===== config.mk =====
export PLATFORM = sky130hd
export DESIGN_NAME = rotating_char_ring_buffer
export DESIGN_NICKNAME = d
export VERILOG_FILES = /design/src/hw/rtl/rcrb_pkg.sv /design/src/hw/rtl/rcrb_ram.sv /design/src/hw/rtl/rcrb_core.sv /design/src/hw/rtl/rotating_char_ring_buffer.sv
export SDC_FILE = /design/constraint.sdc
export NUM_CORES = 2
export LEC_CHECK = 0
export BUFFER_PORTS_ARGS = -buffer_cell sky130_fd_sc_hd__buf_2
export CAP_MARGIN = 20
export CORE_UTILIZATION = 60
export DETAILED_ROUTE_END_ITERATION = 6
export PLACE_DENSITY = 0.81
export REMOVE_ABC_BUFFERS = 1
export SLEW_MARGIN = 25
export SYNTH_ARGS = -nofsm -noshare
export SYNTH_HDL_FRONTEND = slang
export SYNTH_SLANG_ARGS = --single-unit

===== constraint.sdc =====
create_clock -name clk -period 20.9 [get_ports clk]
set_input_delay 4.18 -clock clk [delete_from_list [all_inputs] [get_ports clk]]
set_output_delay 4.18 -clock clk [all_outputs]
set_load 0.05 [all_outputs]

===== src/hw/rtl/rcrb_pkg.sv =====
package rcrb_pkg;

  localparam logic [2:0] ACT_SET   = 3'd0;
  localparam logic [2:0] ACT_GET   = 3'd1;
  localparam logic [2:0] ACT_ROTL  = 3'd2;
  localparam logic [2:0] ACT_ROTR  = 3'd3;
  localparam logic [2:0] ACT_FILL  = 3'd4;
  localparam logic [2:0] ACT_COUNT = 3'd5;

  localparam logic [7:0] SPACE_BYTE = 8'h20;

  typedef struct packed {
    logic [2:0] action;
    logic [7:0] cell_index;
    logic [7:0] byte_value;
    logic [7:0] pattern_a;
    logic [8:0] run_a;
    logic [7:0] pattern_b;
    logic [8:0] run_b;
  } item_t;

  typedef struct packed {
    logic [7:0] read_data;
    logic [8:0] match_count;
  } res_t;

endpackage


===== src/hw/rtl/rcrb_ram.sv =====
module rcrb_ram #(
  parameter int WIDTH = 8,
  parameter int DEPTH = 256
) (
  input  logic                     clk,
  input  logic                     we,
  input  logic [$clog2(DEPTH)-1:0] addr,
  input  logic [WIDTH-1:0]         wdata,
  output logic [WIDTH-1:0]         rdata
);

  logic [WIDTH-1:0] mem [DEPTH];
  logic [WIDTH-1:0] rdata_r;

  always_ff @(posedge clk) begin
    if (we) begin
      mem[addr] <= wdata;
    end
    rdata_r <= mem[addr];
  end

  assign rdata = rdata_r;

endmodule


===== src/hw/rtl/rcrb_core.sv =====
module rcrb_core import rcrb_pkg::*; #(
  parameter int RING_DEPTH = 256,
  parameter int AW = $clog2(RING_DEPTH),
  parameter int LW = $clog2(RING_DEPTH + 1)
) (
  input  logic          clk,
  input  logic          rst_n,
  input  logic          cfg_we,
  input  logic [LW-1:0] length,
  input  logic          in_valid,
  output logic          in_ready,
  input  item_t         item,
  output logic          res_valid,
  input  logic          res_ready,
  output res_t          res,
  output logic          mem_we,
  output logic [AW-1:0] mem_addr,
  output logic [7:0]    mem_wdata,
  input  logic [7:0]    mem_rdata
);

  localparam int SW = ((LW > 8) ? LW : 8) + 1;

  localparam logic [2:0] ST_IDLE  = 3'd0;
  localparam logic [2:0] ST_CLEAR = 3'd1;
  localparam logic [2:0] ST_GETW  = 3'd2;
  localparam logic [2:0] ST_FILL  = 3'd3;
  localparam logic [2:0] ST_CNT   = 3'd4;
  localparam logic [2:0] ST_CNTT  = 3'd5;
  localparam logic [2:0] ST_FIN   = 3'd6;

  logic [2:0]    state_r, state_nxt;
  logic [LW-1:0] i_r, i_nxt;
  logic [AW-1:0] head_r, head_nxt;
  logic [AW-1:0] p_r, p_nxt;
  logic [9:0]    ph_r, ph_nxt;
  logic          cmpv_r, cmpv_nxt;
  logic [8:0]    cnt_r, cnt_nxt;
  res_t          res_r, res_nxt;
  logic [7:0]    val_r, pa_r, pb_r;
  logic [8:0]    ra_r;
  logic [9:0]    sum_r;

  logic [LW-1:0] len_m1, head_p1, p_p1;
  logic [AW-1:0] head_left, head_right, p_wrap;
  logic [SW-1:0] phys_sum, phys;
  logic          idx_ok, last, hit;
  logic [9:0]    ph_p1;
  logic [7:0]    fill_byte;
  logic [8:0]    cnt_sum;

  assign len_m1   = length - LW'(1);
  assign last     = (i_r == len_m1);
  assign idx_ok   = SW'(item.cell_index) < SW'(length);
  // head < length and index < length, so one subtract wraps the sum
  assign phys_sum = SW'(head_r) + SW'(item.cell_index);
  assign phys     = (phys_sum >= SW'(length)) ? phys_sum - SW'(length) : phys_sum;

  assign head_p1    = LW'(head_r) + LW'(1);
  assign head_left  = (head_p1 == length) ? '0 : head_p1[AW-1:0];
  assign head_right = (head_r == '0) ? len_m1[AW-1:0] : head_r - AW'(1);

  assign p_p1   = LW'(p_r) + LW'(1);
  assign p_wrap = (p_p1 == length) ? '0 : p_p1[AW-1:0];

  // phase runs 0 .. run_a+run_b-1 in place of i mod (run_a+run_b)
  assign ph_p1     = ph_r + 10'd1;
  assign fill_byte = (sum_r == '0) ? SPACE_BYTE :
                     (ph_r < {1'b0, ra_r}) ? pa_r : pb_r;

  assign hit     = cmpv_r && (mem_rdata == val_r);
  assign cnt_sum = cnt_r + {8'd0, hit};

  always_comb begin
    state_nxt = state_r;
    i_nxt     = i_r;
    head_nxt  = head_r;
    p_nxt     = p_r;
    ph_nxt    = ph_r;
    cmpv_nxt  = 1'b0;
    cnt_nxt   = cnt_r;
    res_nxt   = res_r;
    mem_we    = 1'b0;
    mem_addr  = i_r[AW-1:0];
    mem_wdata = SPACE_BYTE;
    in_ready  = 1'b0;
    res_valid = 1'b0;
    unique case (state_r)
      ST_IDLE: begin
        in_ready  = 1'b1;
        mem_addr  = phys[AW-1:0];
        mem_wdata = item.byte_value;
        if (in_valid) begin
          res_nxt   = '0;
          state_nxt = ST_FIN;
          unique case (item.action)
            ACT_SET: mem_we = idx_ok;
            ACT_GET: begin
              if (idx_ok) begin
                state_nxt = ST_GETW;
              end else begin
                res_nxt.read_data = SPACE_BYTE;
              end
            end
            ACT_ROTL: head_nxt = head_left;
            ACT_ROTR: head_nxt = head_right;
            ACT_FILL: begin
              state_nxt = ST_FILL;
              i_nxt     = '0;
              p_nxt     = head_r;
              ph_nxt    = '0;
            end
            ACT_COUNT: begin
              state_nxt = ST_CNT;
              i_nxt     = '0;
              cnt_nxt   = '0;
            end
            default: state_nxt = ST_FIN;
          endcase
        end
      end
      ST_CLEAR: begin
        mem_we = 1'b1;
        if (last) begin
          state_nxt = ST_IDLE;
        end else begin
          i_nxt = i_r + LW'(1);
        end
      end
      ST_GETW: begin
        res_nxt.read_data = mem_rdata;
        state_nxt         = ST_FIN;
      end
      ST_FILL: begin
        mem_we    = 1'b1;
        mem_addr  = p_r;
        mem_wdata = fill_byte;
        p_nxt     = p_wrap;
        ph_nxt    = (ph_p1 == sum_r) ? '0 : ph_p1;
        if (last) begin
          state_nxt = ST_FIN;
        end else begin
          i_nxt = i_r + LW'(1);
        end
      end
      ST_CNT: begin
        // read issued now, compared next cycle
        cmpv_nxt = 1'b1;
        cnt_nxt  = cnt_sum;
        if (last) begin
          state_nxt = ST_CNTT;
        end else begin
          i_nxt = i_r + LW'(1);
        end
      end
      ST_CNTT: begin
        res_nxt.match_count = cnt_sum;
        state_nxt           = ST_FIN;
      end
      ST_FIN: begin
        res_valid = 1'b1;
        if (res_ready) begin
          state_nxt = ST_IDLE;
        end
      end
      default: state_nxt = ST_IDLE;
    endcase
    if (cfg_we) begin
      state_nxt = ST_CLEAR;
      i_nxt     = '0;
      head_nxt  = '0;
    end
  end

  always_ff @(posedge clk) begin
    if (!rst_n) begin
      state_r <= ST_CLEAR;
      i_r     <= '0;
      head_r  <= '0;
      cmpv_r  <= 1'b0;
    end else begin
      state_r <= state_nxt;
      i_r     <= i_nxt;
      head_r  <= head_nxt;
      cmpv_r  <= cmpv_nxt;
    end
  end

  always_ff @(posedge clk) begin
    p_r   <= p_nxt;
    ph_r  <= ph_nxt;
    cnt_r <= cnt_nxt;
    res_r <= res_nxt;
    if (state_r == ST_IDLE && in_valid) begin
      val_r <= item.byte_value;
      pa_r  <= item.pattern_a;
      pb_r  <= item.pattern_b;
      ra_r  <= item.run_a;
      sum_r <= {1'b0, item.run_a} + {1'b0, item.run_b};
    end
  end

  assign res = res_r;

endmodule


===== src/hw/rtl/rotating_char_ring_buffer.sv =====
// Byte ring with a movable head, one result beat per input beat. Set, rotate and undefined
// actions go from accept straight to the result register, get waits on the cell read, and
// fill and count walk one ring cell per cycle through the single port of the cell RAM. After
// reset and after every ring_length write the block sweeps the new length of cells to space,
// one per cycle (all 256 cells after reset by default), with in_ready low. A finished result
// waits in the output register while the next beat is accepted.
module rotating_char_ring_buffer import rcrb_pkg::*; #(
  parameter int RING_DEPTH = 256
) (
  input  logic       clk,
  input  logic       rst_n,
  input  logic       in_valid,
  output logic       in_ready,
  input  logic [2:0] in_action,
  input  logic [7:0] in_cell_index,
  input  logic [7:0] in_byte_value,
  input  logic [7:0] in_pattern_a,
  input  logic [8:0] in_run_a,
  input  logic [7:0] in_pattern_b,
  input  logic [8:0] in_run_b,
  output logic       out_valid,
  input  logic       out_ready,
  output logic [7:0] out_read_data,
  output logic [8:0] out_match_count,
  input  logic       cfg_valid,
  output logic       cfg_ready,
  input  logic [8:0] cfg_ring_length
);

  localparam int AW      = $clog2(RING_DEPTH);
  localparam int LW      = $clog2(RING_DEPTH + 1);
  localparam int CW      = (LW > 9) ? LW : 9;
  localparam int RST_LEN = (RING_DEPTH < 256) ? RING_DEPTH : 256;

  logic [LW-1:0] len_r;
  logic [CW-1:0] cfg_ext, cfg_lim;
  logic          cfg_we;
  item_t         item;
  res_t          res;
  logic          res_valid, res_ready;
  logic          out_valid_r;
  res_t          out_r;
  logic          mem_we;
  logic [AW-1:0] mem_addr;
  logic [7:0]    mem_wdata, mem_rdata;

  assign cfg_ready = 1'b1;
  assign cfg_we    = cfg_valid && cfg_ready;
  assign cfg_ext   = CW'(cfg_ring_length);
  assign cfg_lim   = (cfg_ext == '0) ? CW'(1) :
                     (cfg_ext > CW'(RING_DEPTH)) ? CW'(RING_DEPTH) : cfg_ext;

  always_ff @(posedge clk) begin
    if (!rst_n) begin
      len_r <= LW'(RST_LEN);
    end else if (cfg_we) begin
      len_r <= cfg_lim[LW-1:0];
    end
  end

  assign item = '{action: in_action, cell_index: in_cell_index, byte_value: in_byte_value,
                  pattern_a: in_pattern_a, run_a: in_run_a, pattern_b: in_pattern_b,
                  run_b: in_run_b};

  rcrb_core #(
    .RING_DEPTH (RING_DEPTH),
    .AW         (AW),
    .LW         (LW)
  ) u_core (
    .clk       (clk),
    .rst_n     (rst_n),
    .cfg_we    (cfg_we),
    .length    (len_r),
    .in_valid  (in_valid),
    .in_ready  (in_ready),
    .item      (item),
    .res_valid (res_valid),
    .res_ready (res_ready),
    .res       (res),
    .mem_we    (mem_we),
    .mem_addr  (mem_addr),
    .mem_wdata (mem_wdata),
    .mem_rdata (mem_rdata)
  );

  rcrb_ram #(
    .WIDTH (8),
    .DEPTH (RING_DEPTH)
  ) u_cells (
    .clk   (clk),
    .we    (mem_we),
    .addr  (mem_addr),
    .wdata (mem_wdata),
    .rdata (mem_rdata)
  );

  assign res_ready = !out_valid_r || out_ready;

  always_ff @(posedge clk) begin
    if (!rst_n) begin
      out_valid_r <= 1'b0;
    end else if (res_ready) begin
      out_valid_r <= res_valid;
    end
  end

  always_ff @(posedge clk) begin
    if (res_valid && res_ready) begin
      out_r <= res;
    end
  end

  assign out_valid       = out_valid_r;
  assign out_read_data   = out_r.read_data;
  assign out_match_count = out_r.match_count;

endmodule


==> reports/summary.txt <==
Internal power: 6870 uW
Core Area: 148000 um2
CTS tree: done
Power, Total: 8690 uW
RSZ-0062 raised after global routing: false
Max Clk Rate: 88.3 MHz
Post-route ant nets: 0
Port bufs: 85
CTS Root Cell: clkbuf_16
Post-Route Setup TNS: 0 ns
Post CTS Setup Buffer Count: 0
Initial Util: 0.604
Global-route wire length before repair: 339000 um
H-tree levels: 4
First-pass DRT Iterations: 7
Slew Viols, Final: 0
Hold_buf cts: 0
Switching share of power: 0.209
Via density per instance: 6.63
Number of global-route vias before repair: 55300
Die Y: 388 um
Minimum clock period: 11.33 ns
Clock sink count: 2191
Critical path class: input port to flip-flop
DR vias: 58000
Placer Congestion: 0.886
Clock latency on the worst-skew pair: 0.86 ns
Critical Path AT: 12.03 ns
Hold Fails Final Rpt: 0
Post-cts resize count: 0
Grt ovf: 0
Initial antenna violation count: 2
Clk pwr share: 0.417
Post-Synthesis Cell Area: 89300 um2
CTS max path bufs: 3
Num CTS Buffers: 206
Die width: 388 um
Number of synthesized flops with an enable pin: 2152
CTS clk-pin slew, worst paths: 0.06 ns
Max VDD drop: 0.0994 mV
Number of remaining DRC errors: 1
Leakage: 0.0312 uW
Worst-margin pin slew: 1.15 ns
Flops & latches, synth: 2191
DR iter-0 viols: 9204
Inserted Diodes: 0
Cell Rows: 141
Startpoint types: input port
Status: finished with violations
Logic pwr share: 0.034
Post-route cell area: 98100 um2
Critical path fanouts, max: 72
Primary FF master, synth: edfxtp_1
Post-synthesis sequential area ratio: 0.732
Max cap viols: 0
Async set-reset flop share out of synthesis: 0
Type of the worst min-delay path: flip-flop to flip-flop
Avg WL per Cell: 26.0 um
Post-Syn Instances: 6716
Yosys warning total: 0
Final net count: 6762
Seq pwr share: 0.548
Period utilisation layout: 0.542
Net Switching: 1820 uW
Io pins: 87
CP Capture Type: flip-flop
Die area: 150000 um2
Synth unique cells: 68
Mean Syn Cell Area: 13.3 um2
Drt total wl: 227000 um
Share of layout cells above drive strength 1: 0.0774
Skew final: 0.0478 ns
Pin count of the biggest net entering global routing: 215
Synth-to-Final Area Change: 9.79%
Post-DP Area: 91500 um2
Relative slew slack: 0.232
R2R setup slack: 12.40 ns
GRT Total Usage: 0.297
Endpoints failing setup: 0
Failing checks: design-rule violations
Worst EP required: 21.61 ns
Power density cells: 88.6 nW/um2
Post-DP HPWL: 127000 um
-- cells in the mapped netlist (8+ instances only) --
library cell,n,area [um2]
a32oi_1,152,1330
o2111ai_1,18,158
and3_1,39,244
nor2_1,335,1260
ha_1,50,626
a221oi_1,50,438
a31oi_1,70,438
o32a_1,8,80.1
buf_1,48,180
nor4_1,10,62.6
a2111oi_0,8,70.1
inv_1,42,158
nor3_1,12,60.1
edfxtp_1,2152,64600
buf_4,12,90.1
clkbuf_1,192,721
o41ai_1,18,158
nand3_1,488,2440
a211oi_1,14,105
o21ai_0,48,240
a22o_1,10,87.6
o22ai_1,27,169
buf_2,208,1040
nand2_1,1552,5830
a21o_1,18,135
a22oi_1,198,1490
nor2b_1,12,75.1
and2_1,21,131
nand2b_1,13,81.3
a32o_1,48,480
a41oi_1,15,131
xnor2_1,58,508
o21a_1,13,97.6
o22a_1,8,70.1
o21ai_1,11,55.1
mux2i_1,156,1560
dfxtp_1,39,781
nand4_1,23,144
xor2_1,42,368
a21oi_1,425,2130
-- power groups by stage --
stage / registers [uW] / clock network [uW] / logic (uW)
2_1_floorplan: 4850 / 0 / 366
3_3_place_gp: 4860 / 0 / 282
3_5_place_dp: 4860 / 0 / 291
4_1_cts: 4760 / 3630 / 294
5_1_grt: 4760 / 3790 / 321
6_report: 4760 / 3630 / 300
-- layer usage --
layer,up-vias,routed length (um),GRT usage
met1,28200,82900,0.405
met4,2,10800,0.137
met2,4182,105000,0.455
met5,-,17,0
li1,25000,-,-
met3,643,28300,0.0702
-- metrics by stage --
stage	utilization	hold WS, ns	instances	worst slack [ns]
5_1_grt	0.663	0.428	8740	9.23
3_3_place_gp	0.618	0.401	8358	8.96
3_5_place_dp	0.619	0.405	8363	8.99
6_report	0.663	0.419	8740	9.57
4_1_cts	0.663	0.419	8739	9.89
2_1_floorplan	-	0.400	6254	-21.27
-- registers in the layout, indices dropped and copies added (netlist names), 9 cells and up --
signal / count
u_core.ph_r: 10
u_core.cnt_r: 9
u_core.i_r: 9
u_core.res: 17
u_core.ra_r: 9
out_match_count: 9
u_cells.mem: 2048
u_core.sum_r: 10
len_r: 9
-- cells in the final DEF (no fill, tap or decap), drive strengths merged, types with 9 or more instances in the layout --
| cell | instances |
|---|---|
| nand4 | 23 |
| o21a | 13 |
| clkinv | 102 |
| o22ai | 27 |
| a22o | 10 |
| o21ai | 59 |
| dfxtp | 39 |
| o41ai | 18 |
| clkbuf | 244 |
| xor2 | 42 |
| a41oi | 15 |
| nand2b | 13 |
| buf | 179 |
| a21o | 18 |
| nand3 | 488 |
| a32oi | 152 |
| nor3 | 12 |
| a32o | 48 |
| a31oi | 70 |
| a221oi | 50 |
| a21oi | 425 |
| nand2 | 1552 |
| mux2i | 156 |
| nor4 | 10 |
| inv | 50 |
| and2 | 21 |
| and3 | 39 |
| a2111oi | 9 |
| a211oi | 16 |
| edfxtp | 2152 |
| bufinv | 15 |
| o2111ai | 18 |
| nor2b | 12 |
| ha | 50 |
| nor2 | 336 |
| clkinvlp | 10 |
| a22oi | 198 |
| xnor2 | 58 |
-- final timing paths --
| check | end | cells past startpoint | from |
|---|---|---|---|
| min | out_read_data[5] | 0 | u_core.res[14] |
| max reg2reg | u_cells.rdata[0] | 23 | u_core.head_r[0] |
| min reg2reg | out_read_data[5] | 0 | u_core.res[14] |
| max | u_cells.rdata[0] | 24 | in_cell_index[0] |
-- critical path: stages --
cell	delay, ns
buf_2	0.10
ha_1	0.17
inv_1	0.06
fa_1	0.40
nor2b_1	0.11
o21ai_0	0.10
a21boi_0	0.24
o21ai_0	0.11
nand2b_1	0.12
xor2_1	0.22
ha_1	0.31
a21oi_1	0.27
o2111ai_1	0.14
a211oi_1	0.50
a211o_4	0.59
buf_4	0.89
buf_4	0.59
buf_4	0.75
mux2i_1	0.30
a22oi_1	0.14
a221oi_1	0.66
o22ai_1	0.23
o21ai_1	0.53
nand4_1	0.16
-- cell families (layout without fill, tap and decap cells) --
kind of cell | count (synthesis) | count (layout) | share of synthesized area
adder cells (fa/ha/maj) | 53 | 53 | 0.00768
buffers and inverters | 507 | 601 | 0.0249
multiplexers | 156 | 156 | 0.0175
AO/OA/AOI/OAI | 1183 | 1183 | 0.0907
other | 1 | 1 | 0.0000420
flip-flops | 2191 | 2191 | 0.732
XOR/XNOR | 100 | 100 | 0.00980
AND/OR/NAND/NOR | 2525 | 2525 | 0.117
-- final cells by class --
type / count / area, um2
fill: 9652 / 49800
tap: 1930 / 2410
inverter: 45 / 169
clock inverter: 132 / 1110
multi-input combinational: 4018 / 22300
sequential: 2191 / 65400
timing repair buffer: 180 / 1350
clock buffer: 244 / 5370
Note: power is estimated with default switching activity, not from simulation.
